<file path="src/sv/tarag_pkg.sv">
// ----------------------------------------------------------------------------
// tarag_pkg: shared types and constants for the reverse address generator
// Token format handed from cell to cell, FSM states, register map.
// ----------------------------------------------------------------------------
`default_nettype none

package tarag_pkg;

    localparam int MAX_DIMS      = 8;
    localparam int DIM_BITS      = 16;
    localparam int INDEX_BITS    = 40;
    localparam int NDIM_BITS     = 4;
    localparam int SIZE_FIELD    = 16;
    localparam int APB_ADDR_BITS = 5;
    localparam int APB_DATA_BITS = 64;
    localparam int TDATA_IN_BITS = 8;
    localparam int TDATA_BITS    = ((2 * INDEX_BITS + 7) / 8) * 8;
    localparam int TUSER_BITS    = 2;

    // running element count times one size
    localparam int PROD_BITS = INDEX_BITS + 1 + DIM_BITS;
    localparam logic [PROD_BITS-1:0] COUNT_LIMIT = PROD_BITS'(1) << INDEX_BITS;

    // register indexes (paddr[4:3])
    localparam logic [1:0] REG_NUM_DIMS   = 2'd0;
    localparam logic [1:0] REG_REV_MASK   = 2'd1;
    localparam logic [1:0] REG_SIZES_LOW  = 2'd2;
    localparam logic [1:0] REG_SIZES_HIGH = 2'd3;

    localparam logic [APB_DATA_BITS-1:0] SIZES_RESET = 64'h0001_0001_0001_0001;

    typedef enum logic [1:0] {
        TK_SETUP,   // latch sizes, build strides and element count
        TK_FIRST,   // zero counters, sum spans of reversed dims
        TK_STEP     // odometer increment, accumulate source delta
    } t_tok_kind;

    typedef struct packed {
        logic                  valid;
        t_tok_kind             kind;
        logic [INDEX_BITS:0]   prod;
        logic                  over;
        logic                  zero;
        logic [INDEX_BITS-1:0] acc;
        logic                  carry;
        logic                  at_end;
    } t_tok;

    typedef enum logic [1:0] {
        ST_IDLE,
        ST_SETUP,
        ST_WALK,
        ST_EMIT
    } t_state;

endpackage

`default_nettype wire

</file>
<file path="src/sv/tarag_cell.sv">
// ----------------------------------------------------------------------------
// tarag_cell: one dimension of the address walk
// Holds counter, size, stride and span of its dimension; acts on the token
// arriving from the inner neighbor and passes it outward, registered, in the next cycle.
// ----------------------------------------------------------------------------
`default_nettype none

module tarag_cell
    import tarag_pkg::*;
(
    input  wire logic                i_clk,
    input  wire logic                i_rst_n,
    input  wire t_tok                i_tok,
    input  wire logic [DIM_BITS-1:0] i_size,
    input  wire logic                i_rev,
    output t_tok                     o_tok
);

    t_tok                  r_tok;
    t_tok                  n_tok;
    logic [DIM_BITS-1:0]   r_cnt;
    logic [DIM_BITS-1:0]   n_cnt;
    logic [DIM_BITS-1:0]   r_size;
    logic                  r_rev;
    logic [INDEX_BITS-1:0] r_stride;
    logic [INDEX_BITS-1:0] r_span;
    logic                  r_span_pend;

    logic [PROD_BITS-1:0]  w_full;
    logic [DIM_BITS-1:0]   w_last;
    logic                  w_wrap;
    logic [INDEX_BITS-1:0] w_delta;
    logic                  w_sub;

    assign w_full = {{DIM_BITS{1'b0}}, i_tok.prod} * {{(INDEX_BITS+1){1'b0}}, i_size};
    assign w_last = r_size - DIM_BITS'(1);
    assign w_wrap = (r_cnt == w_last);

    always_comb begin
        n_tok   = i_tok;
        n_cnt   = r_cnt;
        w_delta = '0;
        w_sub   = 1'b0;
        case (i_tok.kind)
            TK_SETUP: begin
                n_tok.prod = w_full[INDEX_BITS:0];
                n_tok.over = i_tok.over | (w_full > COUNT_LIMIT);
                n_tok.zero = i_tok.zero | (i_size == '0);
            end
            TK_FIRST: begin
                n_cnt        = '0;
                w_delta      = r_rev ? r_span : '0;
                n_tok.at_end = i_tok.at_end & (w_last == '0);
            end
            TK_STEP: begin
                if (i_tok.carry) begin
                    if (w_wrap) begin
                        // wrap: reversed index jumps back up by the span, forward index drops back by it
                        n_cnt       = '0;
                        w_delta     = r_span;
                        w_sub       = ~r_rev;
                        n_tok.carry = 1'b1;
                    end else begin
                        n_cnt       = r_cnt + DIM_BITS'(1);
                        w_delta     = r_stride;
                        w_sub       = r_rev;
                        n_tok.carry = 1'b0;
                    end
                end
                n_tok.at_end = i_tok.at_end & (n_cnt == w_last);
            end
            default: ;
        endcase
        n_tok.acc = w_sub ? (i_tok.acc - w_delta) : (i_tok.acc + w_delta);
    end

    always_ff @(posedge i_clk) begin
        if (!i_rst_n) begin
            r_tok       <= '0;
            r_cnt       <= '0;
            r_span_pend <= 1'b0;
        end else begin
            r_tok       <= n_tok;
            r_span_pend <= i_tok.valid && (i_tok.kind == TK_SETUP);
            if (i_tok.valid) begin
                r_cnt <= n_cnt;
            end
        end
    end

    always_ff @(posedge i_clk) begin
        if (i_tok.valid && (i_tok.kind == TK_SETUP)) begin
            r_size   <= i_size;
            r_rev    <= i_rev;
            r_stride <= i_tok.prod[INDEX_BITS-1:0];
        end
        // span = (size-1)*stride, from the product still in the output stage
        if (r_span_pend) begin
            r_span <= r_tok.prod[INDEX_BITS-1:0] - r_stride;
        end
    end

    assign o_tok = r_tok;

endmodule

`default_nettype wire

</file>
<file path="config.mk">
export PLATFORM = sky130hd
export DESIGN_NAME = tarag_cell
export DESIGN_NICKNAME = d
export VERILOG_FILES = /design/src/sv/tarag_pkg.sv /design/src/sv/tarag_cell.sv
export SDC_FILE = /design/constraint.sdc
export NUM_CORES = 2
export LEC_CHECK = 0
export ABC_AREA = 1
export BUFFER_PORTS_ARGS = -buffer_cell sky130_fd_sc_hd__buf_2
export CAP_MARGIN = 40
export CORE_MARGIN = 2
export CORE_UTILIZATION = 60
export DETAILED_ROUTE_END_ITERATION = 12
export PLACE_DENSITY = 0.81
export REMOVE_ABC_BUFFERS = 1
export SETUP_SLACK_MARGIN = 0.2
export SYNTH_ARGS = -nofsm -noshare
export SYNTH_HDL_FRONTEND = slang
export SYNTH_SLANG_ARGS = --single-unit
</file>
<file path="constraint.sdc">
create_clock -name i_clk -period 16.95 [get_ports i_clk]
set_input_delay 3.39 -clock i_clk [delete_from_list [all_inputs] [get_ports i_clk]]
set_output_delay 3.39 -clock i_clk [all_outputs]
set_load 0.01 [all_outputs]
</file>
=== After elaboration in Yosys (flattened, before gate mapping) ===
Cells that the tools add are included.

* Flip-flop bits (word level): 202
* Input bits: 107

* $add $sub $neg: 5
* $mul: 1
* Magnitude comparators: 1
* Equal/unequal tests: 4
* Muxes and demuxes: 17
* Bitwise gates (word level): 5
* Reduce and logical (&&, ||, !) cells: 6

{| class="wikitable"
|+ Operators by type and width
! operator !! count
|-
| two-way mux 40 bit || 4
|-
| case mux 40 bit (2 select lines) || 1
|-
| subtractor 40 bit || 2
|-
| > comparator 57 x 41 -> 1 bit (second input constant) || 1
|-
| multiplier 41 x 16 -> 57 bit || 1
|-
| two-way mux 16 bit || 3
|-
| two-way mux 43 bit || 1
|-
| adder 40 bit || 1
|-
| equality test 16 bit || 2
|-
| logical NOT 16 bit || 2
|-
| case mux 16 bit (2 select lines) || 1
|-
| adder 16 x 1 -> 16 bit (second input constant) || 1
|-
| subtractor 16 x 1 -> 16 bit (second input constant) || 1
|-
| two-way mux 1 bit || 6
|-
| bitwise AND 1 bit || 2
|-
| equality test 2 x 1 -> 1 bit (second input constant) || 1
|-
| equality test 2 bit (second input constant) || 1
|-
| logical NOT 2 bit || 1
|-
| bitwise OR 1 bit || 2
|-
| case mux 1 bit (2 select lines) || 1
|-
| AND reduction 2 bit || 1
|-
| nonzero test 2 bit || 1
|-
| logical AND 1 bit || 1
|-
| inverter 1 bit || 1
|}

=== Longest topological paths before layout ===
* Word-level depth: 8
* Mapped depth: 43

=== Worst setup path before layout ===
OpenSTA, ideal clock, no wires.

* Path kind: input to register
* Start: input port i_size[1]
* End: register r_tok, in the netlist o_tok[43]
* Setup time: 132 ps
* Data arrival time: 9166 ps
* Slack: 7652 ps
* Stages on the path: 29
* Path buffers: 2
* Cells stage by stage: clkbuf_1 clkbuf_1 nand2_1 fa_1 inv_1 fa_1 inv_1 fa_1 inv_1 fa_1 fa_1 inv_1 fa_1 inv_1 ha_1 a21oi_1 a21boi_0 a21boi_0 o21ai_0 nand2_1 nand3_1 xor2_1 or2_2 nor2_1 nand2_1 nor2_1 nand3_1 nand3_1 a21oi_1

* Word-level cells in the longest chain between the ends: 4

{| class="wikitable"
|+ RTL lines
! item !! RTL line !! text
|-
| start, declared || tarag_cell.sv:14 || <nowiki>input wire logic [DIM_BITS-1:0] i_size,</nowiki>
|-
| multiplier 41 x 16 -> 57 bit || tarag_cell.sv:35 || <nowiki>assign w_full = {{DIM_BITS{1'b0}}, i_tok.prod} * {{(INDEX_BITS+1){1'b0}}, i_size};</nowiki>
|-
| > comparator 57 x 41 -> 1 bit || tarag_cell.sv:47 || <nowiki>n_tok.over = i_tok.over | (w_full > COUNT_LIMIT);</nowiki>
|-
| bitwise OR 1 bit || tarag_cell.sv:47 ||
|-
| two-way mux 43 bit || tarag_cell.sv:44 || <nowiki>case (i_tok.kind)</nowiki>
|-
| end signal, assigned || tarag_cell.sv:83 || <nowiki>r_tok <= n_tok;</nowiki>
|-
| end, declared || tarag_cell.sv:19 || <nowiki>t_tok r_tok;</nowiki>
|}

Every way passes these cells.
A chain may end at the register's enable or synchronous reset.

=== Worst setup path after layout ===
Same ends and word-level chain as after synthesis.

==> results.cfg <==
[cts]
h-tree-depth = 1
clkSinkCount = 202
clock_latency_ps = 550
root_buffer = clkbuf_16
path_clk_slew_ps = 80
hold_buffers = 0
numCtsBuffers = 20
tritoncts = built
cts_setup_buffers = 0
ctsLongestPathBuffers = 3
cts_resized = 0

[sta]
rsz0062_at_grt = no
final-hold-violation-count = 0
slew_violations = 0
setup_violations = 0
fmax_ghz = 0.0986
fin_ws_ps = 6810
tns_ps = 0
min_period_ps = 10140
min_period_over_period_pct = 59.8
relSlewSlack_pct = 41.2
skew_ps = 35.4
worstMarginPinSlew_ps = 874

[global_route]
antenna_found_initial = 2
grt_pass1_wl_um = 176000
grt_pass1_vias = 33300
grt_overflow_total = 0
grt_use_total_pct = 35.9
grt_max_degree = 65

[synth]
synth_top_family_by_area = adder cells
syn_inst = 5023
yosys-top-cells-count = nand2_1, inv_1, fa_1, nor2_1, a21oi_1
synth_compound_area_share_pct = 7.97
muxShareOfSynthArea_pct = 0
avgSynthCellArea_sq_um = 7.22
synthAdderAreaFrac_pct = 37.5
synth_top_cell_by_area = fa_1
ys_warn_count = 0
synth-xor-area-share_pct = 3.15
synth_area_sq_um = 36200
yosysSeqAreaShare_pct = 13.8
synth_top_flop_cell = dfxtp_1
yosys.cell_types.count = 56
synth-edff-count = 97
synth.top_cell.area_share_pct = 30.2
ys_ff_latch = 202
yosysMostFrequentCell = nand2_1
synth-simple-area-share_pct = 22.8
yosys-top-cells-area = fa_1, nand2_1, inv_1, edfxtp_1, ha_1
async_flop_share_pct = 0

[die]
die_h_um = 250
dieArea_sq_um = 62400
die_x_um = 250
core_area_sq_um = 60000
start_util_pct = 60.4
io_pins = 195
std_cell_rows = 90

[routing]
wl_per_cell_um = 18.8
drt-initial-drc-count = 2386
drc = 0
via_per_inst = 5.52
via_count = 32300
wl_um = 110000
dr.pass1.iters = 5
ant_nets = 0

[setup_path]
endpoint_kind = flip-flop
crit_type = input pin to flip-flop
cp-start-kind = input pin
startpoint = i_size[1]
r2r_cells = 32
arrival_ps = 10530
cp.required_ps = 17340
critPathMaxFanout = 43
r2r-end = o_tok[32]
rr_startpoint = r_size[0]
rrSetupSlack_ps = 8830

[final_layout]
syn2layout_area_growth_pct = 5.64
stdcell_area_sq_um = 38300
n_fill_cell = 5352
layoutNonFillerInstCount = 5851
drive_gt1_share_pct = 6.45
nNetsFinal = 5921

[min_path]
hold-path-endpoint = r_cnt[7]
min-delay-path-class = flip-flop to flip-flop
worstHoldStart = r_cnt[7]
hold_path_depth = 2

[placed_design]
io_buffers = 194
placed_cells = 5814
dp_slack_ps = 6300
globalplace.congestion = 1.03
dp_hpwl_um = 87800
postPlaceCellArea_sq_um = 37600

[job]
cap_violations = 0

[outcome]
outcome = completed
## routing by layer
metal | global-route usage, % | vias up | share of wire (%) | routed length, um
li1 | - | 15000 | - | -
met4 | 16.9 | 4 | 5.4 | 5930
met3 | 5.64 | 369 | 8.2 | 9010
met1 | 44.5 | 15500 | 39 | 42500
met5 | 0 | - | 0.021 | 23
met2 | 61.7 | 1439 | 48 | 52600
## cell usage in the layout, fill, tap and decap left out, drive strengths merged, types with 3 or more instances in the layout
cell	Yosys	final
nand3b	9	9
o31ai	3	3
clkinvlp	0	5
buf	26	219
clkbuf	184	21
nor2	337	337
nor4	18	18
xor2	88	88
clkinv	0	5
nand2	1419	1419
nand3	188	188
a21boi	9	9
a221oi	3	3
o21a	17	17
nor3	23	23
a21o	20	20
edfxtp	97	97
a31oi	23	23
ha	214	214
o2111ai	4	4
inv	1191	1193
dfxtp	105	105
bufinv	0	3
fa	546	546
nand4	19	19
a211oi	6	6
o21ai	159	159
xnor2	37	37
a21oi	220	220
or2	5	5
o21bai	17	17
o211ai	23	23
## registers in the layout, summed over array words and instances, names as in the netlist
register	cells
r_span	40
r_size	16
r_stride	40
o_tok	88
r_cnt	16
r_span_pend	1
r_rev	1
## worst max-delay path by stage
stage,endpoint,slack (ps),cells after the start
after global placement,o_tok[43],6140,25
after CTS,o_tok[43],6880,28
after global routing,o_tok[43],6520,29
final,o_tok[43],6810,28
after floorplan,o_tok[43],8110,27
after detailed placement,o_tok[43],6300,28
## area by class of cell
cell class / instances / area [sq um] / share of cell area (%)
antenna: 1 / 2.50 / 0.00653
clock buffer: 21 / 504 / 1.32
clock inverter: 15 / 176 / 0.461
inverter: 1191 / 4470 / 11.7
multi-input combinational: 3420 / 25900 / 67.6
sequential: 202 / 5010 / 13.1
tap: 782 / 978 / 2.56
timing repair buffer: 219 / 1250 / 3.26
## through the flow
stage | hold slack [ps] | utilization [%]
after floorplan | 459 | -
after global placement | 496 | 62.4
after detailed placement | 502 | 62.7
after CTS | 514 | 63.8
after global routing | 550 | 63.8
final | 514 | 63.8
## worst max-delay path, cell delays in order
cell and delay, ps:
buf_2 70, buf_4 500, nand2_1 180, fa_1 570, inv_1 60, fa_1 530, inv_1 50, fa_1 490
inv_1 50, fa_1 490, fa_1 490, inv_1 50, fa_1 470, inv_1 40, ha_1 330, a21oi_1 230
a21boi_0 430, a21boi_0 360, o21ai_0 210, a21o_1 230, xnor2_1 310, nand2_1 90, nor2_1 170, nand2_1 70
nor3_1 350, nand3_1 120, nand3_1 80, a21oi_1 70
## kinds of logic (layout without fill, tap and decap cells)
group                    count (synthesis)  count (layout)
AND/OR/NAND/NOR                       2023            2023
buffers and inverters                 1401            1446
adder cells (fa/ha/maj)                760             760
AO/OA/AOI/OAI                          510             510
flip-flops                             202             202
XOR/XNOR                               127             127
other                                    0               1
Power is not shown: default switching activity piles up to over one toggle a cycle in this logic, so the estimate is an artifact.
